`config.mk`:
```
export PLATFORM = sky130hd
export DESIGN_NAME = sync_length_frame_deframer_core
export DESIGN_NICKNAME = d
export VERILOG_FILES = /design/src/design/sld_pkg.sv /design/src/design/sld_cfg.sv /design/src/design/sld_parser.sv /design/src/design/sync_length_frame_deframer_core.sv
export SDC_FILE = /design/constraint.sdc
export NUM_CORES = 1
export LEC_CHECK = 0
export BUFFER_PORTS_ARGS = -buffer_cell sky130_fd_sc_hd__buf_4
export CORE_MARGIN = 2
export CORE_UTILIZATION = 59
export CTS_CLUSTER_SIZE = 12
export DETAILED_ROUTE_END_ITERATION = 12
export PLACE_DENSITY = 0.88
export SYNTH_ARGS = -nofsm -noshare
export SYNTH_HDL_FRONTEND = slang
export SYNTH_SLANG_ARGS = --single-unit
```
`constraint.sdc`:
```
create_clock -name clk -period 4.73 [get_ports clk]
set_input_delay 1.1825 -clock clk [delete_from_list [all_inputs] [get_ports clk]]
set_output_delay 1.1825 -clock clk [all_outputs]
set_load 0.005 [all_outputs]
```
`src/design/sld_pkg.sv`:
```
// shared types, constants and helpers for the sync/length frame deframer
package sld_pkg;

	localparam int unsigned SyncLen    = 5;
	localparam int unsigned HeaderLen  = 15;
	localparam logic [3:0]  LenLoPos   = 4'd5;
	localparam logic [3:0]  LenHiPos   = 4'd6;
	localparam logic [3:0]  HeaderLast = 4'(HeaderLen - 1);
	localparam logic [3:0]  HeaderFirst = 4'(SyncLen);
	localparam logic [2:0]  SyncDone   = 3'(SyncLen);

	localparam logic [15:0] MaxLenReset = 16'd4000;

	localparam int unsigned AddrW   = 3;
	localparam logic [AddrW-1:0] RegMaxLen = 3'd0;

	localparam logic [7:0] SyncB0 = 8'hFF;
	localparam logic [7:0] SyncB1 = 8'hA5;
	localparam logic [7:0] SyncB2 = 8'hAA;
	localparam logic [7:0] SyncB3 = 8'h5A;
	localparam logic [7:0] SyncB4 = 8'hFF;

	typedef struct packed {
		logic [15:0] frame_length;
		logic        frame_end;
		logic [7:0]  payload_byte;
	} res_t;

	function automatic logic [7:0] sync_byte(input logic [2:0] idx);
		logic [7:0] b;
		case (idx)
			3'd0:    b = SyncB0;
			3'd1:    b = SyncB1;
			3'd2:    b = SyncB2;
			3'd3:    b = SyncB3;
			3'd4:    b = SyncB4;
			default: b = SyncB0;
		endcase
		return b;
	endfunction

endpackage

```
`src/design/sld_cfg.sv`:
```
// apb register file holding the payload length limit
module sld_cfg (
	input  logic                       clk,
	input  logic                       arst_n,
	input  logic                       psel,
	input  logic                       penable,
	input  logic                       pwrite,
	input  logic [sld_pkg::AddrW-1:0]  paddr,
	input  logic [31:0]                pwdata,
	output logic [31:0]                prdata,
	output logic                       pready,
	output logic [15:0]                max_len
);
	import sld_pkg::*;

	logic [15:0] max_len_q;
	logic        hit;

	assign pready  = 1'b1;
	assign hit     = (paddr[AddrW-1:2] == RegMaxLen[AddrW-1:2]);
	assign max_len = max_len_q;
	assign prdata  = hit ? {16'd0, max_len_q} : 32'd0;

	always_ff @(posedge clk or negedge arst_n) begin
		if (!arst_n) begin
			max_len_q <= MaxLenReset;
		end else if (psel && penable && pwrite && pready && hit) begin
			max_len_q <= pwdata[15:0];
		end
	end

endmodule

```
`src/design/sld_parser.sv`:
```
// frame state machine: sync hunt, header count and payload emit
module sld_parser (
	input  logic               clk,
	input  logic               arst_n,
	input  logic               en,
	input  logic [7:0]         rx_byte,
	input  logic [15:0]        max_len,
	output logic               res_valid,
	output sld_pkg::res_t      res
);
	import sld_pkg::*;

	typedef enum logic [1:0] {
		HUNT    = 2'd0,
		HEADER  = 2'd1,
		PAYLOAD = 2'd2
	} phase_t;

	phase_t      phase_q, phase_d;
	logic [2:0]  sync_q, sync_d;
	logic [3:0]  hpos_q, hpos_d;
	logic [15:0] len_q, len_d;
	logic [15:0] cnt_q, cnt_d;
	logic [15:0] cnt_inc;
	logic [2:0]  sync_idx;
	logic        last;

	assign cnt_inc  = cnt_q + 16'd1;
	assign last     = (cnt_inc == len_q);
	assign sync_idx = (sync_q >= SyncDone) ? 3'd0 : sync_q;

	always_comb begin
		phase_d   = phase_q;
		sync_d    = sync_q;
		hpos_d    = hpos_q;
		len_d     = len_q;
		cnt_d     = cnt_q;
		res_valid = 1'b0;
		res.payload_byte = rx_byte;
		res.frame_end    = last;
		res.frame_length = len_q;
		unique case (phase_q)
			HEADER: begin
				if (hpos_q == LenLoPos) begin
					len_d = {len_q[15:8], rx_byte};
				end else if (hpos_q == LenHiPos) begin
					len_d = {rx_byte, len_q[7:0]};
				end
				if (hpos_q >= HeaderLast) begin
					hpos_d = 4'd0;
					sync_d = 3'd0;
					if (len_q != 16'd0 && len_q <= max_len) begin
						phase_d = PAYLOAD;
						cnt_d   = 16'd0;
					end else begin
						phase_d = HUNT;
					end
				end else begin
					hpos_d = hpos_q + 4'd1;
				end
			end
			PAYLOAD: begin
				res_valid = 1'b1;
				cnt_d     = cnt_inc;
				if (last) begin
					phase_d = HUNT;
					cnt_d   = 16'd0;
					sync_d  = 3'd0;
				end
			end
			default: begin
				phase_d = HUNT;
				if (rx_byte == sync_byte(sync_idx)) begin
					if (sync_idx + 3'd1 == SyncDone) begin
						phase_d = HEADER;
						hpos_d  = HeaderFirst;
						sync_d  = 3'd0;
					end else begin
						sync_d = sync_idx + 3'd1;
					end
				end else begin
					sync_d = (rx_byte == SyncB0) ? 3'd1 : 3'd0;
				end
			end
		endcase
	end

	always_ff @(posedge clk or negedge arst_n) begin
		if (!arst_n) begin
			phase_q <= HUNT;
			sync_q  <= 3'd0;
			hpos_q  <= 4'd0;
			len_q   <= 16'd0;
			cnt_q   <= 16'd0;
		end else if (en) begin
			phase_q <= phase_d;
			sync_q  <= sync_d;
			hpos_q  <= hpos_d;
			len_q   <= len_d;
			cnt_q   <= cnt_d;
		end
	end

endmodule

```
`src/design/sync_length_frame_deframer_core.sv`:
```
// top level of the sync/length frame deframer
//
// s_axis carries one received byte per word; the block hunts for the sync
// FF A5 AA 5A FF, counts off the rest of a 15-byte header, takes the
// little-endian payload length from header bytes 5 and 6 and then sends
// each payload byte on m_axis, with tlast on the final byte of the frame.
// Headers with a zero length or one above the apb limit register are
// dropped. No word comes out for sync or header bytes.
// A byte is registered on input and its result is registered on output;
// one byte is taken every cycle while the output is taken or empty.
// When the receiver stalls, the output word holds and one more byte may
// wait in the input register; after that s_tready drops.
// Reset clears both register valid flags, returns to sync hunt and sets the limit
// to 4000. Write the limit only while no frame is in flight.
module sync_length_frame_deframer_core (
	input  logic                       clk,
	input  logic                       arst_n,
	input  logic                       s_tvalid,
	output logic                       s_tready,
	input  logic [7:0]                 s_tdata,   // rx_byte
	output logic                       m_tvalid,
	input  logic                       m_tready,
	output logic [23:0]                m_tdata,   // frame_length, payload_byte
	output logic                       m_tlast,
	input  logic                       psel,
	input  logic                       penable,
	input  logic                       pwrite,
	input  logic [sld_pkg::AddrW-1:0]  paddr,
	input  logic [31:0]                pwdata,
	output logic [31:0]                prdata,
	output logic                       pready
);
	import sld_pkg::*;

	logic        valid_s1;
	logic [7:0]  byte_s1;
	logic        out_valid_q;
	res_t        out_q;
	logic        advance;
	logic        res_valid;
	res_t        res;
	logic [15:0] max_len;

	sld_cfg u_cfg (
		.clk     (clk),
		.arst_n  (arst_n),
		.psel    (psel),
		.penable (penable),
		.pwrite  (pwrite),
		.paddr   (paddr),
		.pwdata  (pwdata),
		.prdata  (prdata),
		.pready  (pready),
		.max_len (max_len)
	);

	assign advance  = !out_valid_q || m_tready;
	assign s_tready = !valid_s1 || advance;

	sld_parser u_parser (
		.clk       (clk),
		.arst_n    (arst_n),
		.en        (valid_s1 && advance),
		.rx_byte   (byte_s1),
		.max_len   (max_len),
		.res_valid (res_valid),
		.res       (res)
	);

	always_ff @(posedge clk or negedge arst_n) begin
		if (!arst_n) begin
			valid_s1    <= 1'b0;
			out_valid_q <= 1'b0;
		end else begin
			if (s_tready) begin
				valid_s1 <= s_tvalid;
			end
			if (advance) begin
				out_valid_q <= valid_s1 && res_valid;
			end
		end
	end

	always_ff @(posedge clk) begin
		if (s_tready && s_tvalid) begin
			byte_s1 <= s_tdata;
		end
		if (advance && valid_s1 && res_valid) begin
			out_q <= res;
		end
	end

	assign m_tvalid = out_valid_q;
	assign m_tdata  = {out_q.frame_length, out_q.payload_byte};
	assign m_tlast  = out_q.frame_end;

	a_len_nonzero: assert property (@(posedge clk) disable iff (!arst_n)
		m_tvalid |-> (m_tdata[23:8] != 16'd0))
		else $error("output word with zero frame length");

	a_backpressure: assert property (@(posedge clk) disable iff (!arst_n)
		!s_tready |-> (valid_s1 && out_valid_q && !m_tready))
		else $error("input stalled without a full pipeline");

	a_out_from_parser: assert property (@(posedge clk) disable iff (!arst_n)
		(!out_valid_q && !(valid_s1 && res_valid)) |=> !out_valid_q)
		else $error("output word appeared without a parser result");

endmodule
```
[Yosys cells after proc, flatten, opt, wreduce, memory -nomap -nowiden]
Cells that the tools add are included.
Storage, ports and cells
  register bits: 92
  bits in latches: 0
  bits in writable memories: 0
  ROM bits: 0
  output and inout bits: 60
  word-level logic and storage cells: 84
  memories kept: 0
Cells by class
  add/sub/neg operators: 3
  multiply operators: 0
  divide/modulo/power cells: 0
  magnitude comparators: 3
  equality and inequality tests: 14
  shift operators: 0
  muxes and demuxes: 26
  bitwise logic cells: 3
  reduce and logical (&&, ||, !) cells: 22
Operator list (number)
  two-way mux 16 bit: 4
  case mux 16 bit (2 select lines): 1
  case mux 8 bit (3 select lines): 1
  adder 16 x 1 -> 16 bit (second input constant): 1
  equality test 16 bit: 1
  less-or-equal comparator 16 bit: 1
  two-way mux 8 bit: 2
  nonzero test 16 bit: 1
  two-way mux 3 bit: 5
  two-way mux 4 bit: 3
  AND reduction 4 bit: 3
  equality test 4 x 3 -> 1 bit (second input constant): 2
  equality test 8 bit: 1
  equality test 8 bit (second input constant): 1
  logical AND 1 bit: 8
  two-way mux 2 bit: 4
  case mux 4 bit (2 select lines): 1
  equality test 3 x 2 -> 1 bit (second input constant): 2
  inequality test 2 x 1 -> 1 bit (second input constant): 3
  case mux 3 bit (2 select lines): 1
  AND reduction 3 bit: 2
  nonzero test 2 bit: 3
  adder 4 x 1 -> 4 bit (second input constant): 1
  >= comparator 4 bit (second input constant): 1
  12 further kinds: 18

[Longest topological paths before layout]
Gate-level depths: netlist of run 1.
  word-level depth: 8
  depth in mapped cells: 11

[Hierarchy]
Synthesis of run 1 repeated with hierarchy kept, for this count alone.
Unflattened totals
  cell total of the unflattened synthesis: 493
  area, all modules: 5472.7 um2
By module, submodules not included
  sld_parser: instances 1, cells each 380, area an instance 3463.3 um2
  sync_length_frame_deframer_core: instances 1, cells each 43, area an instance 1102.3 um2
  sld_cfg: instances 1, cells each 70, area an instance 907.1 um2

[Least setup slack after synthesis of run 1]
Ideal clock, no wire load.
  path kind: in2out
  start point: in paddr[2] in the netlist's numbering
  end point: out prdata[10]
  arrival time: 1.757 ns
  data required time: 3.548 ns
  slack: 1.791 ns
  stages: 3
  cell sequence: clkbuf_1 > clkbuf_1 > nor2_1
Between the ends
  word-level cells in the longest chain between the ends: 1
Ends and longest elaborated chain
  start, declared: line sync_length_frame_deframer_core.sv:28  | input logic [sld_pkg::AddrW-1:0] paddr,
  two-way mux 16 bit: line sld_cfg.sv:22  | assign prdata = hit ? {16'd0, max_len_q} : 32'd0;
  end, declared: line sync_length_frame_deframer_core.sv:30  | output logic [31:0] prdata,
Every way passes these cells.

[Final worst setup path of run 1]
  start point: reg u_cfg.max_len_q[11] (netlist: u_cfg.max_len[11])
  end point: reg u_parser.cnt_q[11]
Between the ends
  word-level cells in the longest chain between the ends: 4
Ends and longest elaborated chain
  start, declared: line sld_cfg.sv:16  | logic [15:0] max_len_q;
  start signal, assigned: line sld_cfg.sv:26  | max_len_q <= MaxLenReset;
  start signal, assigned: line sld_cfg.sv:28  | max_len_q <= pwdata[15:0];
  less-or-equal comparator 16 bit: line sld_parser.sv:52  | if (len_q != 16'd0 && len_q <= max_len) begin
  logical AND 1 bit: line sld_parser.sv:52
  inequality test 2 x 1 -> 1 bit (no source line)
  AND reduction 4 bit (no source line)
  end signal, assigned: line sld_parser.sv:100  | cnt_q <= cnt_d;
  end, declared: line sld_parser.sv:23  | logic [15:0] cnt_q, cnt_d;
Every way passes these cells.
A chain may end at the register's enable or synchronous reset.

==> key figures, run 1 <==
Outcome
  • Status: completed

Synthesis
  • Leading post-synthesis cells by cell area: dfrtp_1, edfxtp_1, mux2_2
  • Synth Cell Area: 5100 sq um
  • Post-synth EDFFs: 33
  • Sequential area share after synthesis: 48.5%
  • Synth top area share: 26.0%
  • Top cell type by total area after synthesis: dfrtp_1
  • Flops & latches, synth: 92
  • Top FF cell, synth: dfrtp_1
  • YS warnings: 0
  • Post-Syn Instances: 475
  • Distinct cells, synth: 65
  • Synth Area per Inst: 10.7 sq um
  • Post-synth ARST share: 64.1%

Routing
  • Routed wire length: 11.7 mm
  • Drt first pass iters: 4
  • Post-DRT Antenna Nets: 0
  • Vias: 3,937
  • Initial DRC count: 273
  • Routed WL per cell: 17.8 um
  • Via density: 5.97
  • DRC: 0

Placed design
  • Dpl hpwl: 8.69 mm
  • GPL Wtd Cong: 0.905
  • I/O Buffers: 74

Critical path
  • CP startpoint kind: flop
  • Worst setup EP type: flop
  • CP arrival: 3.65 ns
  • CP Class: flop to flop
  • Worst path required time: 5.03 ns
  • Critical path fanouts, max: 18
  • R2R depth: 11

Pwr
  • Pwr per Cell Area: 274 nW/um^2
  • Clock power share: 33.2%
  • Net Sw Frac: 27.4%
  • Flop pwr share: 55.5%
  • Sw Pwr: 0.441 mW
  • Power Internal: 1.17 mW
  • Static leakage: 2.67 nW
  • Peak supply drop: 0.176 mV
  • Combinational share of power: 11.3%

Cells and area
  • Layout cells sized above 1: 26.4%
  • Ant diodes: 0
  • Most common library cell in the layout ignoring fill and taps: buf_4
  • Layout area overhead: 15.3%
  • Core Util, Final: 70.9%
  • Commonest cells after routing, fill and taps aside: buf_4, dfrtp_1, inv_1
  • Nets: 626
  • Layout fillers: 572

STA
  • Final Cycle Share: 70.7%
  • Slew margin rel.: 44.3%
  • Final Hold Fails: 0
  • Final setup viols: 0
  • Fmax: 299 MHz
  • Least-Margin Pin Slew: 0.831 ns
  • Setup total negative slack: 0 ns
  • Final min period: 3.35 ns
  • RSZ-0062 raised after global routing: no
  • Worst Skew: 0.0158 ns
  • Final Max Tran Viols: 0

CTS
  • Hold_buf cts: 0
  • Postcts setup bufs: 0
  • Clk root buf: clkbuf_8
  • Post-CTS Resized: 0
  • Clk_lat worst skew: 0.38 ns
  • Clock Sinks: 92
  • CTS tree: built
  • Reg clk slew, reported paths: 0.10 ns
  • CTS max path bufs: 2
  • Htree depth: 3
  • Num CTS Buffers: 9

Worst hold path
  • Hold Crit Class: flop to flop
  • WHS Path Cells: 1

Global routing
  • Global-route wire length before repair: 19.6 mm
  • Grt met3 use: 4.41%
  • Vias in the first global route: 4,067
  • Gr usage total: 25.9%
  • Met1 Use GR: 32.1%
  • Met2 usage: 44.8%
  • Most used routing layer: met2
  • Antenna violations before repair: 0
  • Largest net degree at the start of global routing: 60
  • GRT Residual Overflow: 0

Floorplanning
  • Die height: 97.0 um
  • Core footprint: 8300 sq um
  • Die W: 97.0 um
  • Site row count: 33
  • Initial core utilization: 61.5%
  • DIE AREA: 9410 sq um
  • I/O pins: 110

Run
  • Max Cap Viol: 0
==> critical path, cell delays in order (launching register included) <==
cell and delay [ns]:
dfstp_2 0.55, inv_1 0.05, ha_1 0.31, a21oi_1 0.19, o21a_1 0.15, o2bb2ai_1 0.08, nor4_1 0.58, o31ai_1 0.16
buf_4 0.23, a211o_1 0.48, or3_1 0.41, o21ai_1 0.08
==> cells in the mapped netlist, types with 3 or more instances <==
cell,n
o21ai_0,11
nand4_1,11
o22ai_1,3
and2_1,5
inv_1,40
o21ai_1,16
nand3_1,12
ha_1,27
mux2i_1,4
xnor2_1,12
buf_2,4
xor2_1,5
edfxtp_1,33
nand2_1,30
a31oi_1,3
dfstp_2,6
buf_4,19
nor3_1,4
and3_1,3
nand2b_1,6
nor2_1,33
o31ai_1,4
or3_1,10
dfrtp_1,53
mux2_2,33
a211oi_1,6
a21oi_1,23
clkbuf_1,5
nor4_1,8
==> power by group through the flow <==
stage               sequential [mW]  clock, mW  combinational (mW)
global route                  0.900      0.577               0.205
global placement              0.905          0               0.171
floorplan                     0.900          0               0.111
finish                        0.894      0.535               0.183
detailed placement            0.910          0               0.184
CTS                           0.894      0.542               0.184
==> cells by family after synthesis <==
family	Yosys count	share of synthesized area (%)
compound gates	89	11.8
xor+xnor	17	2.92
fa+ha+maj	27	6.62
buf+inv	68	6.50
flops	92	48.5
mux	38	8.29
other cells	2	0.147
simple gates	142	15.2
==> path summary, 6_finish.rpt <==
check	start	end	slack, ns
setup reg to reg	u_cfg.max_len[11]$_DFFE_PN1P_	u_parser.cnt_q[11]$_DFFE_PN0P_	1.38
max in group asynchronous	arst_n	u_parser.cnt_q[12]$_DFFE_PN0P_	3.34
min in group asynchronous	arst_n	u_parser.cnt_q[11]$_DFFE_PN0P_	0.86
setup / recovery	u_cfg.max_len[11]$_DFFE_PN1P_	u_parser.cnt_q[11]$_DFFE_PN0P_	1.38
hold / removal	u_cfg.max_len[12]$_DFFE_PN0P_	u_cfg.max_len[12]$_DFFE_PN0P_	0.52
hold reg to reg	u_cfg.max_len[12]$_DFFE_PN0P_	u_cfg.max_len[12]$_DFFE_PN0P_	0.52
==> flip-flops by register name (all words and copies together) (netlist names) <==
name	cells
m_tdata	24
u_parser.len_q	16
u_parser.hpos_q	4
m_tlast	1
m_tvalid	1
byte_s1	8
valid_s1	1
u_parser.cnt_q	16
u_cfg.max_len	16
u_parser.sync_q	3
u_parser.phase_q	2
==> layout make-up <==
class | instances | area (sq um) | share of cell area [%]
Multi-Input combinational cell | 330 | 2350 | 40.0
Inverter | 40 | 150 | 2.55
Clock inverter | 7 | 76.3 | 1.30
Sequential cell | 92 | 2470 | 42.1
Tap cell | 105 | 131 | 2.23
Clock buffer | 9 | 124 | 2.11
Timing Repair Buffer | 76 | 571 | 9.70
==> metal layers <==
metal / vias to the layer above / routed length, um / share of wire (%)
li1: 1831 / - / -
met3: 31 / 677 / 5.8
met5: - / 0 / 0
met1: 1933 / 4800 / 41
met4: 0 / 313 / 2.7
met2: 142 / 5950 / 51
==> per-stage QoR <==
step / total power [mW] / area [sq um] / hold WS, ns / std cells / worst slack, ns
after floorplan: 1.01 / 5160 / 0.479 / 490 / 1.79
after global placement: 1.08 / 5680 / 0.488 / 643 / 1.47
after detailed placement: 1.09 / 5680 / 0.494 / 643 / 1.43
after CTS: 1.62 / 5880 / 0.517 / 659 / 1.36
after global routing: 1.68 / 5880 / 0.536 / 659 / 1.14
final: 1.61 / 5880 / 0.516 / 659 / 1.38
Note: power is estimated with default switching activity, not from simulation.
==> run 2: changes to the inputs <==
--- a/config.mk
+++ b/config.mk
@@ -7,10 +7,10 @@
 export LEC_CHECK = 0
 export BUFFER_PORTS_ARGS = -buffer_cell sky130_fd_sc_hd__buf_4
 export CORE_MARGIN = 2
-export CORE_UTILIZATION = 59
+export CORE_UTILIZATION = 55
 export CTS_CLUSTER_SIZE = 12
 export DETAILED_ROUTE_END_ITERATION = 12
-export PLACE_DENSITY = 0.88
+export PLACE_DENSITY = 0.82
 export SYNTH_ARGS = -nofsm -noshare
 export SYNTH_HDL_FRONTEND = slang
 export SYNTH_SLANG_ARGS = --single-unit
==> constraint.sdc (replaced) <==
create_clock -name clk -period 3.25 [get_ports clk]
set_input_delay 0.8125 -clock clk [delete_from_list [all_inputs] [get_ports clk]]
set_output_delay 0.8125 -clock clk [all_outputs]
set_load 0.005 [all_outputs]
==> run 2 against run 1 <==
  * Combinational power increased by 49%
  * Cell area increased by 2.2%
  * Sequential share of layout area decreased by 0.89 points
==> key figures, run 2 (synthesized netlist as in run 1, its figures left out) <==
Placed design
  • Dpl cells: 661 (+2.8%)
  • I/O Buffers: 74 (unchanged)
  • Dpl hpwl: 8.82 mm (+1.5%)
  • Placed cell areas: 5780 sq um (+1.7%)
  • GPL Wtd Cong: 0.882 (-2.5%)

Global routing
  • GRT Residual Overflow: 0 (unchanged)
  • Largest net degree at the start of global routing: 60 (unchanged)
  • Global-route wire length before repair: 19.6 mm (+0.21%)
  • Vias in the first global route: 3,991 (-1.9%)
  • Antenna violations before repair: 0 (unchanged)
  • Gr usage total: 25.2% (-0.65 points)

Cells and area
  • Nets: 638 (+1.9%)
  • Final Cell Area: 6010 sq um (+2.2%)
  • Most common library cell in the layout ignoring fill and taps: buf_4
  • Ant diodes: 0 (unchanged)
  • Layout area overhead: 17.8%
  • Max reg flops: 24 (unchanged)
  • Fin cells: 677 (+2.7%)
  • Commonest cells after routing, fill and taps aside: buf_4, dfrtp_1, inv_1
  • Layout cells sized above 1: 28.3% (+1.9 points)

Pwr
  • Combinational share of power: 11.3% (about the same)
  • Sw Pwr: 0.635 mW (+44%)
  • Net Sw Frac: 26.4% (-1.0 points)
  • Peak supply drop: 0.288 mV (+64%)
  • Pwr per Cell Area: 401 nW/um^2 (+46%)
  • Clock power share: 34.7% (+1.5 points)
  • Flop pwr share: 54.0% (-1.5 points)
  • Final Power: 2.41 mW (+49%)
  • Static leakage: 2.73 nW (+2.2%)
  • Power Internal: 1.77 mW (+52%)

STA
  • Final Max Tran Viols: 0 (unchanged)
  • Final Cycle Share: 93.1% (+22 points)
  • Final min period: 3.03 ns (-0.321 ns)
  • Least-Margin Pin Slew: 0.768 ns (-0.0632 ns)
  • Fmax: 331 MHz (+11%)
  • Setup total negative slack: 0 ns (unchanged)
  • Slew margin rel.: 48.8% (+4.5 points)
  • Final Hold Fails: 0 (unchanged)
  • Worst Skew: 0.00905 ns (-0.00672 ns)
  • RSZ-0062 raised after global routing: no
  • Final setup viols: 0 (unchanged)

Floorplanning
  • Die height: 100 um (+3.4%)
  • Die W: 100 um (+3.4%)
  • DIE AREA: 10,100 sq um (+7.0%)
  • I/O pins: 110 (unchanged)
  • Site row count: 35 (+6.1%)
  • Core footprint: 9110 sq um (+9.8%)
  • Initial core utilization: 56.0% (-5.5 points)

Critical path
  • Worst r2r src: u_parser.len_q[1]$_DFFE_PN0P_
  • CP delay by family, top: compound AO/OA/AOI/OAI gates
  • Worst path required time: 3.49 ns (-1.54 ns)
  • CP Buf/Inv Count: 2 (unchanged)
  • Crit-path cells: ha_1 -> nor2b_1 -> o211ai_1 -> a2111oi_0 -> nor4_1 -> buf_4 -> o31ai_1 -> a211o_1 -> buf_4 -> or3_1 -> o21ai_0
  • CP arrival: 3.27 ns (-0.38 ns)
  • Worst setup path start: u_parser.len_q[1]$_DFFE_PN0P_
  • Worst setup EP type: flop
  • CP most frequent cell: buf_4
  • Slowest CP cell: a2111oi_0
  • CP Class: flop to flop
  • CP startpoint kind: flop
  • Slowest Stage Delay on Critical Path: 0.63 ns (+0.05 ns)
  • Critical path fanouts, max: 7 (-11)

Routing
  • Vias: 3,991 (+1.4%)
  • Routed wire length: 12.3 mm (+4.4%)
  • Via density: 5.90 (-1.3%)
  • DRC: 0 (unchanged)
  • Initial DRC count: 251 (-8.1%)
  • Routed WL per cell: 18.1 um (+1.6%)
  • Post-DRT Antenna Nets: 0 (unchanged)
  • Drt first pass iters: 5 (+1)

Worst hold path
  • Hold Crit Class: primary input to async pin

CTS
  • Htree depth: 3 (unchanged)
  • Reg clk slew, reported paths: 0.10 ns (about the same)
  • CTS tree: built
  • Num CTS Buffers: 9 (unchanged)
  • Clk root buf: clkbuf_8
  • Hold_buf cts: 0 (unchanged)
  • Clk_lat worst skew: 0.37 ns (about the same)
  • Postcts setup bufs: 0 (unchanged)
  • CTS max path bufs: 2 (unchanged)
  • Clock Sinks: 92 (unchanged)

Run
  • Max Cap Viol: 0 (unchanged)

Outcome
  • Status: completed
-- run 2: worst paths after layout --
kind	cells past startpoint	slack [ns]	to
setup / recovery	11	0.22	u_parser.cnt_q[3]$_DFFE_PN0P_
hold / removal	1	0.51	u_parser.len_q[8]$_DFFE_PN0P_
setup reg to reg	11	0.22	u_parser.cnt_q[3]$_DFFE_PN0P_
hold reg to reg	1	0.52	u_cfg.max_len[2]$_DFFE_PN0P_
max in group asynchronous	1	2.23	u_parser.cnt_q[8]$_DFFE_PN0P_
min in group clk	1	0.52	u_cfg.max_len[2]$_DFFE_PN0P_
-- run 2: per-stage QoR --
stage	hold slack, ns	util (%)	setup slack, ns
global route	0.526	66.0	0.0613
CTS	0.518	65.8	0.164
global placement	0.490	63.4	0.314
detailed placement	0.494	63.4	0.219
finish	0.507	66.0	0.225
floorplan	0.479	-	0.521
-- run 2: power groups by stage --
stage          logic, mW  registers [mW]  clock network, mW
3_3_place_gp       0.252            1.32                  0
6_report           0.273            1.30              0.836
3_5_place_dp       0.268            1.32                  0
2_1_floorplan      0.162            1.31                  0
5_1_grt            0.307            1.31              0.893
4_1_cts            0.272            1.30              0.847
-- run 2: timing repair --
action                                 CTS  global route
gates resized for setup                  0             3
endpoints found under the hold margin    0             0
setup endpoints to repair                0            14
-- run 2: metal layers --
metal  GRT usage (%)  share of wire [%]
met3            4.60                5.2
met2            42.0                 50
met5               0                  0
met1            33.1                 42
met4            9.27                2.5
-- run 2: layout make-up --
class,count,area (sq um)
flip-flops and latches,92,2470
repair buffers,88,661
well taps,111,139
clock buffers,9,124
multi-input cells,330,2370
inverters,40,150
clock inverters,7,88.8
fillers,717,3100
